File: src/design/oldbp_pkg.sv
// Shared types and constants for the ordered list delete-by-position block.
package oldbp_pkg;

   localparam int Capacity  = 16;
   localparam int DataWidth = 32;
   localparam int CntWidth  = $clog2(Capacity + 1);

   typedef logic signed [DataWidth-1:0] word_type;
   typedef logic [CntWidth-1:0]         cnt_type;

   typedef enum logic [2:0] {
      CMD_APPEND    = 3'd0,
      CMD_DEL_FIRST = 3'd1,
      CMD_DEL_LAST  = 3'd2,
      CMD_DEL_POS   = 3'd3,
      CMD_READ_ALL  = 3'd4
   } cmd_type;

   typedef enum logic [1:0] {
      STS_OK      = 2'd0,
      STS_EMPTY   = 2'd1,
      STS_BAD_POS = 2'd2,
      STS_FULL    = 2'd3
   } status_type;

   typedef enum logic {
      ST_IDLE = 1'b0,
      ST_READ = 1'b1
   } state_type;

   typedef struct packed {
      logic load;
      logic shift;
   } cell_ctl_type;

endpackage

File: src/design/oldbp_cell.sv
// One list cell: holds a word, loads a new word or takes its neighbor's.
module oldbp_cell (
   input  logic                   clock,
   input  oldbp_pkg::cell_ctl_type ctl,
   input  oldbp_pkg::word_type    new_word,
   input  oldbp_pkg::word_type    next_word,
   output oldbp_pkg::word_type    word_out
);
   import oldbp_pkg::*;

   word_type word_ff;
   word_type word_in;

   always_comb begin
      word_in = word_ff;
      if (ctl.load) begin
         word_in = new_word;
      end else if (ctl.shift) begin
         word_in = next_word;
      end
   end

   always_ff @(posedge clock) begin
      word_ff <= word_in;
   end

   assign word_out = word_ff;

endmodule

File: src/design/ordered_list_delete_by_position_core.sv
// Top level: bounded ordered list as a chain of cells with stream ports.
//
//   channel  | dir | tdata (low bit up)                         | tlast
//   req      | in  | command[2:0] value[34:3] position[42:35]    | -
//   rsp      | out | status[1:0] value_res[33:2]               | last
//
// Edits (append, deletes) act on the affected cells at once; delete-last
// only lowers the count. Read-all sends the entries from cell 0 as the list
// rotates through it, and the list is back in order after the last entry.
// Reset clears the count and the control state; cell contents are not reset.
// A stalled rsp holds the output register; req is taken only when idle and
// the output register is free or draining.
module ordered_list_delete_by_position_core (
   input  logic        clock,
   input  logic        reset,
   input  logic        req_tvalid,
   output logic        req_tready,
   input  logic [47:0] req_tdata,   // command[2:0], value[34:3], position[42:35]
   output logic        rsp_tvalid,
   input  logic        rsp_tready,
   output logic [39:0] rsp_tdata,   // status[1:0], value_res[33:2]
   output logic        rsp_tlast
);
   import oldbp_pkg::*;

   state_type  state_ff, state_in;
   cnt_type    count_ff, count_in;
   cnt_type    rd_left_ff, rd_left_in;
   logic       rsp_valid_ff, rsp_valid_in;
   status_type rsp_status_ff, rsp_status_in;
   logic [31:0] rsp_value_ff, rsp_value_in;
   logic       rsp_last_ff, rsp_last_in;

   cmd_type     req_cmd;
   logic [31:0] req_value;
   logic [7:0]  req_pos;
   word_type    req_word;
   logic        slot_free;
   logic        req_fire;
   logic        emit_rd;
   logic        do_load;
   logic        do_delete;
   logic        do_rotate;
   logic [7:0]  del_from;
   logic        is_empty;
   logic        is_full;

   cell_ctl_type cell_ctl  [Capacity];
   word_type     cell_word [Capacity];
   word_type     cell_next [Capacity];

   assign req_cmd   = cmd_type'(req_tdata[2:0]);
   assign req_value = req_tdata[34:3];
   assign req_pos   = req_tdata[42:35];
   assign req_word  = word_type'(signed'(req_value));

   assign slot_free  = !rsp_valid_ff || rsp_tready;
   assign req_tready = (state_ff == ST_IDLE) && slot_free;
   assign req_fire   = req_tvalid && req_tready;
   assign emit_rd    = (state_ff == ST_READ) && slot_free;
   assign is_empty   = (count_ff == '0);
   assign is_full    = (count_ff == CntWidth'(Capacity));

   // next state
   always_comb begin
      state_in = state_ff;
      case (state_ff)
         ST_IDLE: begin
            if (req_fire && req_cmd == CMD_READ_ALL && !is_empty) begin
               state_in = ST_READ;
            end
         end
         ST_READ: begin
            if (emit_rd && rd_left_ff == CntWidth'(1)) begin
               state_in = ST_IDLE;
            end
         end
         default: state_in = ST_IDLE;
      endcase
   end

   // datapath and result control
   always_comb begin
      count_in      = count_ff;
      rd_left_in    = rd_left_ff;
      rsp_valid_in  = rsp_valid_ff && !rsp_tready;
      rsp_status_in = rsp_status_ff;
      rsp_value_in  = rsp_value_ff;
      rsp_last_in   = rsp_last_ff;
      do_load       = 1'b0;
      do_delete     = 1'b0;
      do_rotate     = 1'b0;
      del_from      = '0;

      if (req_fire) begin
         rsp_value_in = '0;
         rsp_last_in  = 1'b1;
         case (req_cmd)
            CMD_APPEND: begin
               rsp_valid_in = 1'b1;
               if (is_full) begin
                  rsp_status_in = STS_FULL;
               end else begin
                  rsp_status_in = STS_OK;
                  do_load       = 1'b1;
                  count_in      = count_ff + CntWidth'(1);
               end
            end
            CMD_DEL_FIRST: begin
               rsp_valid_in = 1'b1;
               if (is_empty) begin
                  rsp_status_in = STS_EMPTY;
               end else begin
                  rsp_status_in = STS_OK;
                  do_delete     = 1'b1;
                  count_in      = count_ff - CntWidth'(1);
               end
            end
            CMD_DEL_LAST: begin
               rsp_valid_in = 1'b1;
               if (is_empty) begin
                  rsp_status_in = STS_EMPTY;
               end else begin
                  rsp_status_in = STS_OK;
                  count_in      = count_ff - CntWidth'(1);
               end
            end
            CMD_DEL_POS: begin
               rsp_valid_in = 1'b1;
               if (is_empty) begin
                  rsp_status_in = STS_EMPTY;
               end else if (req_pos == 8'd0 || req_pos > 8'(count_ff)) begin
                  rsp_status_in = STS_BAD_POS;
               end else begin
                  rsp_status_in = STS_OK;
                  do_delete     = 1'b1;
                  del_from      = req_pos - 8'd1;
                  count_in      = count_ff - CntWidth'(1);
               end
            end
            CMD_READ_ALL: begin
               if (is_empty) begin
                  rsp_valid_in  = 1'b1;
                  rsp_status_in = STS_EMPTY;
               end else begin
                  rd_left_in = count_ff;
               end
            end
            default: begin
               rsp_valid_in = rsp_valid_ff && !rsp_tready;
            end
         endcase
      end else if (emit_rd) begin
         do_rotate     = 1'b1;
         rsp_valid_in  = 1'b1;
         rsp_status_in = STS_OK;
         rsp_value_in  = 32'(cell_word[0]);
         rsp_last_in   = (rd_left_ff == CntWidth'(1));
         rd_left_in    = rd_left_ff - CntWidth'(1);
      end
   end

   // cell chain; during read-all the entry at count-1 takes cell 0 (ring)
   for (genvar i = 0; i < Capacity; i++) begin : g_cell
      localparam int Next = (i + 1) % Capacity;

      always_comb begin
         cell_ctl[i].load  = do_load && (count_ff == CntWidth'(i));
         cell_ctl[i].shift = do_rotate || (do_delete && 8'(i) >= del_from);
         if (do_rotate && (count_ff == CntWidth'(i + 1))) begin
            cell_next[i] = cell_word[0];
         end else begin
            cell_next[i] = cell_word[Next];
         end
      end

      oldbp_cell u_cell (
         .clock     (clock),
         .ctl       (cell_ctl[i]),
         .new_word  (req_word),
         .next_word (cell_next[i]),
         .word_out  (cell_word[i])
      );
   end

   always_ff @(posedge clock) begin
      if (reset) begin
         state_ff     <= ST_IDLE;
         count_ff     <= '0;
         rd_left_ff   <= '0;
         rsp_valid_ff <= 1'b0;
      end else begin
         state_ff     <= state_in;
         count_ff     <= count_in;
         rd_left_ff   <= rd_left_in;
         rsp_valid_ff <= rsp_valid_in;
      end
   end

   always_ff @(posedge clock) begin
      rsp_status_ff <= rsp_status_in;
      rsp_value_ff  <= rsp_value_in;
      rsp_last_ff   <= rsp_last_in;
   end

   assign rsp_tvalid = rsp_valid_ff;
   assign rsp_tdata  = {6'd0, rsp_value_ff, rsp_status_ff};
   assign rsp_tlast  = rsp_last_ff;

`ifndef SYNTH
   a_count_bound: assert property (@(posedge clock) disable iff (reset)
      count_ff <= CntWidth'(Capacity))
      else $error("entry count above capacity");

   a_read_left: assert property (@(posedge clock) disable iff (reset)
      (state_ff == ST_READ) |-> (rd_left_ff != '0) && !is_empty)
      else $error("read-all active with nothing left");

   a_append_grows: assert property (@(posedge clock) disable iff (reset)
      (req_fire && req_cmd == CMD_APPEND && !is_full)
         |=> (count_ff == $past(count_ff) + CntWidth'(1)))
      else $error("append did not grow the list");

   a_read_ends: assert property (@(posedge clock) disable iff (reset)
      (emit_rd && rd_left_ff == CntWidth'(1))
         |=> (state_ff == ST_IDLE) && rsp_valid_ff && rsp_last_ff)
      else $error("read-all did not finish with a last result");
`endif

endmodule
File: config.mk
export PLATFORM = sky130hd
export DESIGN_NAME = ordered_list_delete_by_position_core
export DESIGN_NICKNAME = d
export VERILOG_FILES = /design/src/design/oldbp_pkg.sv /design/src/design/oldbp_cell.sv /design/src/design/ordered_list_delete_by_position_core.sv
export SDC_FILE = /design/constraint.sdc
export NUM_CORES = 1
export LEC_CHECK = 0
export BUFFER_PORTS_ARGS = -buffer_cell sky130_fd_sc_hd__buf_2
export CORE_MARGIN = 1
export CORE_UTILIZATION = 40
export DETAILED_ROUTE_END_ITERATION = 6
export GPL_ROUTABILITY_DRIVEN = 0
export MAX_ROUTING_LAYER = met4
export PLACE_DENSITY = 0.62
export SLEW_MARGIN = 30
export SYNTH_ARGS = -nofsm -noshare
export SYNTH_HDL_FRONTEND = slang
export SYNTH_HIERARCHICAL = 1
export SYNTH_SLANG_ARGS = --single-unit
export TNS_END_PERCENT = 5
File: constraint.sdc
create_clock -name clock -period 7.3 [get_ports clock]
set_input_delay 1.095 -clock clock [delete_from_list [all_inputs] [get_ports clock]]
set_output_delay 1.095 -clock clock [all_outputs]
set_load 0.03 [all_outputs]
==> Word level (Yosys, flattened, before mapping) <==
Cells that the tools add are included.
{ "word_totals": {"word_cells": 262, "out_inout_bits": 43, "reg_bits": 559, "in_bits": 52} }
{ "op_classes": {"magnitude_cmp": 17, "addsub": 4, "muxes": 85, "n_bitwise": 1, "reduce_logical": 102, "n_eq_ne": 30} }
{ "ops": {"columns": ["cell", "n"], "rows": [
  ["2-to-1 mux 32 bit", 47],
  [">= comparator 4 x 8 -> 1 bit, first input constant", 8],
  ["logical AND 1 bit", 54],
  ["equality test 5 x 4 -> 1 bit, second input constant", 8],
  ["2-to-1 mux 5 bit", 8],
  ["nonzero test 2 bit", 17],
  [">= comparator 3 x 8 -> 1 bit, first input constant", 4],
  ["2-to-1 mux 8 bit", 4],
  ["equality test 5 x 3 -> 1 bit, second input constant", 4],
  ["logical OR 1 bit", 18],
  [">= comparator 1 x 8 -> 1 bit, first input constant", 2],
  [">= comparator 2 x 8 -> 1 bit, first input constant", 2],
  ["2-to-1 mux 1 bit", 15],
  ["case mux 5 bit (3 select lines)", 1],
  ["2-to-1 mux 2 bit", 6],
  ["inequality test 2 bit, second input constant", 6],
  ["equality test 5 x 1 -> 1 bit, second input constant", 2],
  ["equality test 5 x 2 -> 1 bit, second input constant", 2],
  ["subtractor 5 x 1 -> 5 bit, second input constant", 2],
  ["greater-than comparator 8 x 5 -> 1 bit", 1],
  ["zero test 8 bit", 1],
  ["case mux 2 bit (4 select lines)", 1],
  ["subtractor 8 x 1 -> 8 bit, second input constant", 1],
  ["equality test 3 x 2 -> 1 bit, second input constant", 2],
  ["other kinds (18)", 23]
]} }

==> Longest topological paths before layout <==
{ "depth": {"ltp_word": 11, "mapped_depth": 10, "depth_no_buf": 9} }

==> By module <==
The synthesis kept the hierarchy.
{ "by_module_without_submodules": {"columns": ["mod", "cells_per_inst", "instances", "seq_area_each_um2", "area_each_um2"], "rows": [
  ["oldbp_cell", 69, 16, 960.9, 1507.7],
  ["ordered_list_delete_by_position_core", 882, 1, 960.9, 8364.3]
]} }

==> Worst setup path after synthesis <==
Ideal clock, no wire load.
{ "synth_timing": {"kind": "input -> register", "from": "in req_tdata[35]", "to": "reg g_cell[10].u_cell.word_ff[0] (enable)", "n_path_buf": 0, "setup_slack_ns": 3.454, "required_ns": 6.910, "cell_stages": 9, "arrival_ns": 3.456, "path_cell_list": "inv_1 > ha_1 > nor3b_1 > xor2_1 > or3_1 > a2111oi_2 > o22ai_1 > a31oi_1 > or2_1"} }
{ "synth_lines": {"columns": ["element", "line_no", "source"], "rows": [
  ["from (decl)", "ordered_list_delete_by_position_core.sv:18", "input logic [47:0] req_tdata,"],
  ["to (signal assigned)", "oldbp_cell.sv:24", "word_ff <= word_in;"],
  ["to (decl)", "oldbp_cell.sv:11", "word_type word_ff;"]
]} }

==> metrics.txt <==
Die Span Y 287 um; DP Worst Slack ~2.5 ns; latest clock arrival within the worst-skew pair 0.65 ns; area share of the largest cell type after synthesis 47.5%; Finished Cell Area 35200 um^2; first-pass GRT wire length between 100000 and 150000 um; Peak Freq roughly 0.24 GHz; post-CTS setup buffers 0; final max-slew violation count 0; gr usage total a little under 20%; DRT Wirelength 78900 um; die width 287 um; dpl cell area 33200 um^2; Worst-Margin Slew 0.900 ns; crit path max fanout 33; WHS 0.467 ns; Synth Area per Inst 16.4 um^2; GRT overflow 0; H-tree level count 2; die area just over 80000 um^2; DP Wirelength 42300 um; core box area between 80000 and 90000 um^2; Design Power 7.09 mW; most frequent cells in the layout mux2_2 (528), edfxtp_1 (514), mux2_4 (464), buf_2 (83), clkbuf_16 (62); initial antenna violation count 2; clock sink total 559; status completed; crit path DAT 4.42 ns; final setup violation count 0; leading post-synthesis cells by cell area edfxtp_1 (48%), mux2_4 (21%), mux2_2 (18%); clk_skew 0.0233 ns; std cell rows 104; VDD IR max 175 uV; Pwr per Cell Area 201 nW/um^2; fin cells 3117; post-synthesis register bit count 559; initial core utilization 40.4%; Synth area leader edfxtp_1; DR vias ~17000; largest net degree at the start of global routing 34; most common cell after layout, fill and taps aside mux2_2; Final min period 4.16 ns; Final Util 43.8%; sequential area share after synthesis 50.3%; number of synthesized flops with an enable pin around 500; via density per instance roughly 5.5; DRC Markers 0; Post-Syn Area 32500 um^2; CTS tree yes; Syn Inst Count 1986; Hold Vio Cnt, Final 0; Tightest Hold Check Type flop to flop; total CTS buffers 61; Leak 12.7 nW; clock transition at the registers of the reported paths 0.06 ns; RSZ-0062 raised after global routing no; Slew Limit Headroom 40.0%; max-cap violations 0; setup TNS 0 ns; I/O pin count between 90 and 100; # resized after CTS 0; ys async rst share 0%; DRT antenna net count 0; CP required 7.56 ns; layout cells sized above 1 61.0%; prevailing post-synth register cell edfxtp_1; Crit Path Category input port to flop; nets 2072; Clock Path Buffers 3; setup ws final 3.14 ns; port buffer count 83; Yosys warning count 6; Area Overhead vs Synth 8.42%; hold_buf cts 0; Tcrit/Tclk final 57.0%; vias in the first global route around 18000; DRC marker count from the first detailed-route iteration 1409; Setup crit end kind flop; Synth cell types 53; dpl cells 3002; Critical Path Start Type input port; root buf cell clkbuf_16; WL/cell 25.3 um; First-pass DRT Iterations 7
==> final timing paths <==
kind | start | endpoint | slack, ns | cells after the start
worst max register to register | count_ff[3] | g_cell[12].u_cell/word_out[31] | 3.31 | 9
worst min-delay path | rsp_value_ff[5] | rsp_value_ff[5] | 0.47 | 1
worst max-delay path | req_tvalid | g_cell[1].u_cell/word_out[16] | 3.14 | 10
worst min register to register | rsp_value_ff[5] | rsp_value_ff[5] | 0.47 | 1
==> worst max-delay path, cell delays in order <==
cell and delay (ns):
buf_2 0.09, nor2b_1 0.14, and2_0 0.65, nand2_1 0.18, nor2_1 0.27, nand2_1 0.28, nor3_2 0.19, buf_4 0.68
or2_2 0.24, buf_4 0.56
==> where the power goes <==
part           switching (mW)  total, mW  leakage, nW  internal [mW]
registers              0.0434       3.57         5.00           3.53
logic                   0.204      0.339         6.74          0.135
clock network            1.32       3.18         1.00           1.86
==> cell usage after synthesis (all sizes together) (2+ instances only) <==
cell type  count
a211oi         2
a21oi         20
a22o          32
a22oi          2
a31oi          8
a41oi          2
and2           2
and3           3
buf          111
clkbuf        52
dfxtp         45
edfxtp       514
ha            15
inv           12
mux2         993
mux2i          2
nand2         37
nand2b         3
nand3          7
nor2          39
nor2b          7
nor3          13
nor4           3
o211ai         2
o21ai         10
o22ai          5
or2           19
or3            2
xnor2          8
xor2           2
==> registers in the layout (all words and copies together), names as in the netlist <==
name	count
g_cell.u_cell/word_out	512
rsp_value_ff	32
count_ff	5
rd_left_ff	5
rsp_status_ff	2
rsp_tlast	1
rsp_tvalid	1
state_ff	1
==> layout make-up <==
type,count,area (um^2)
timing repair buffer,114,648
multi-input combinational,1257,14800
sequential,559,16300
antenna,1,2.50
inverter,12,45.0
clock buffer,86,1730
clock inverter,28,323
tap,1060,1330
fill,7159,45200
==> cell families after synthesis <==
logic type / synth area share, %
muxes: 39.8
other: 0.0115
buffers and inverters: 4.88
xor gates and xnor gates: 0.270
and+or+nand+nor: 2.13
adders and majority gates: 0.578
DFF: 50.3
AOI/OAI and AO/OA: 2.01
==> metal layers <==
| layer | GRT usage [%] | part of all wire, % |
|---|---|---|
| met5 | - | 0 |
| met4 | 4.96 | 2.1 |
| met3 | 2.90 | 5.6 |
| met2 | 29.5 | 45 |
| met1 | 27.6 | 47 |
Note: power is estimated with default switching activity, not from simulation.
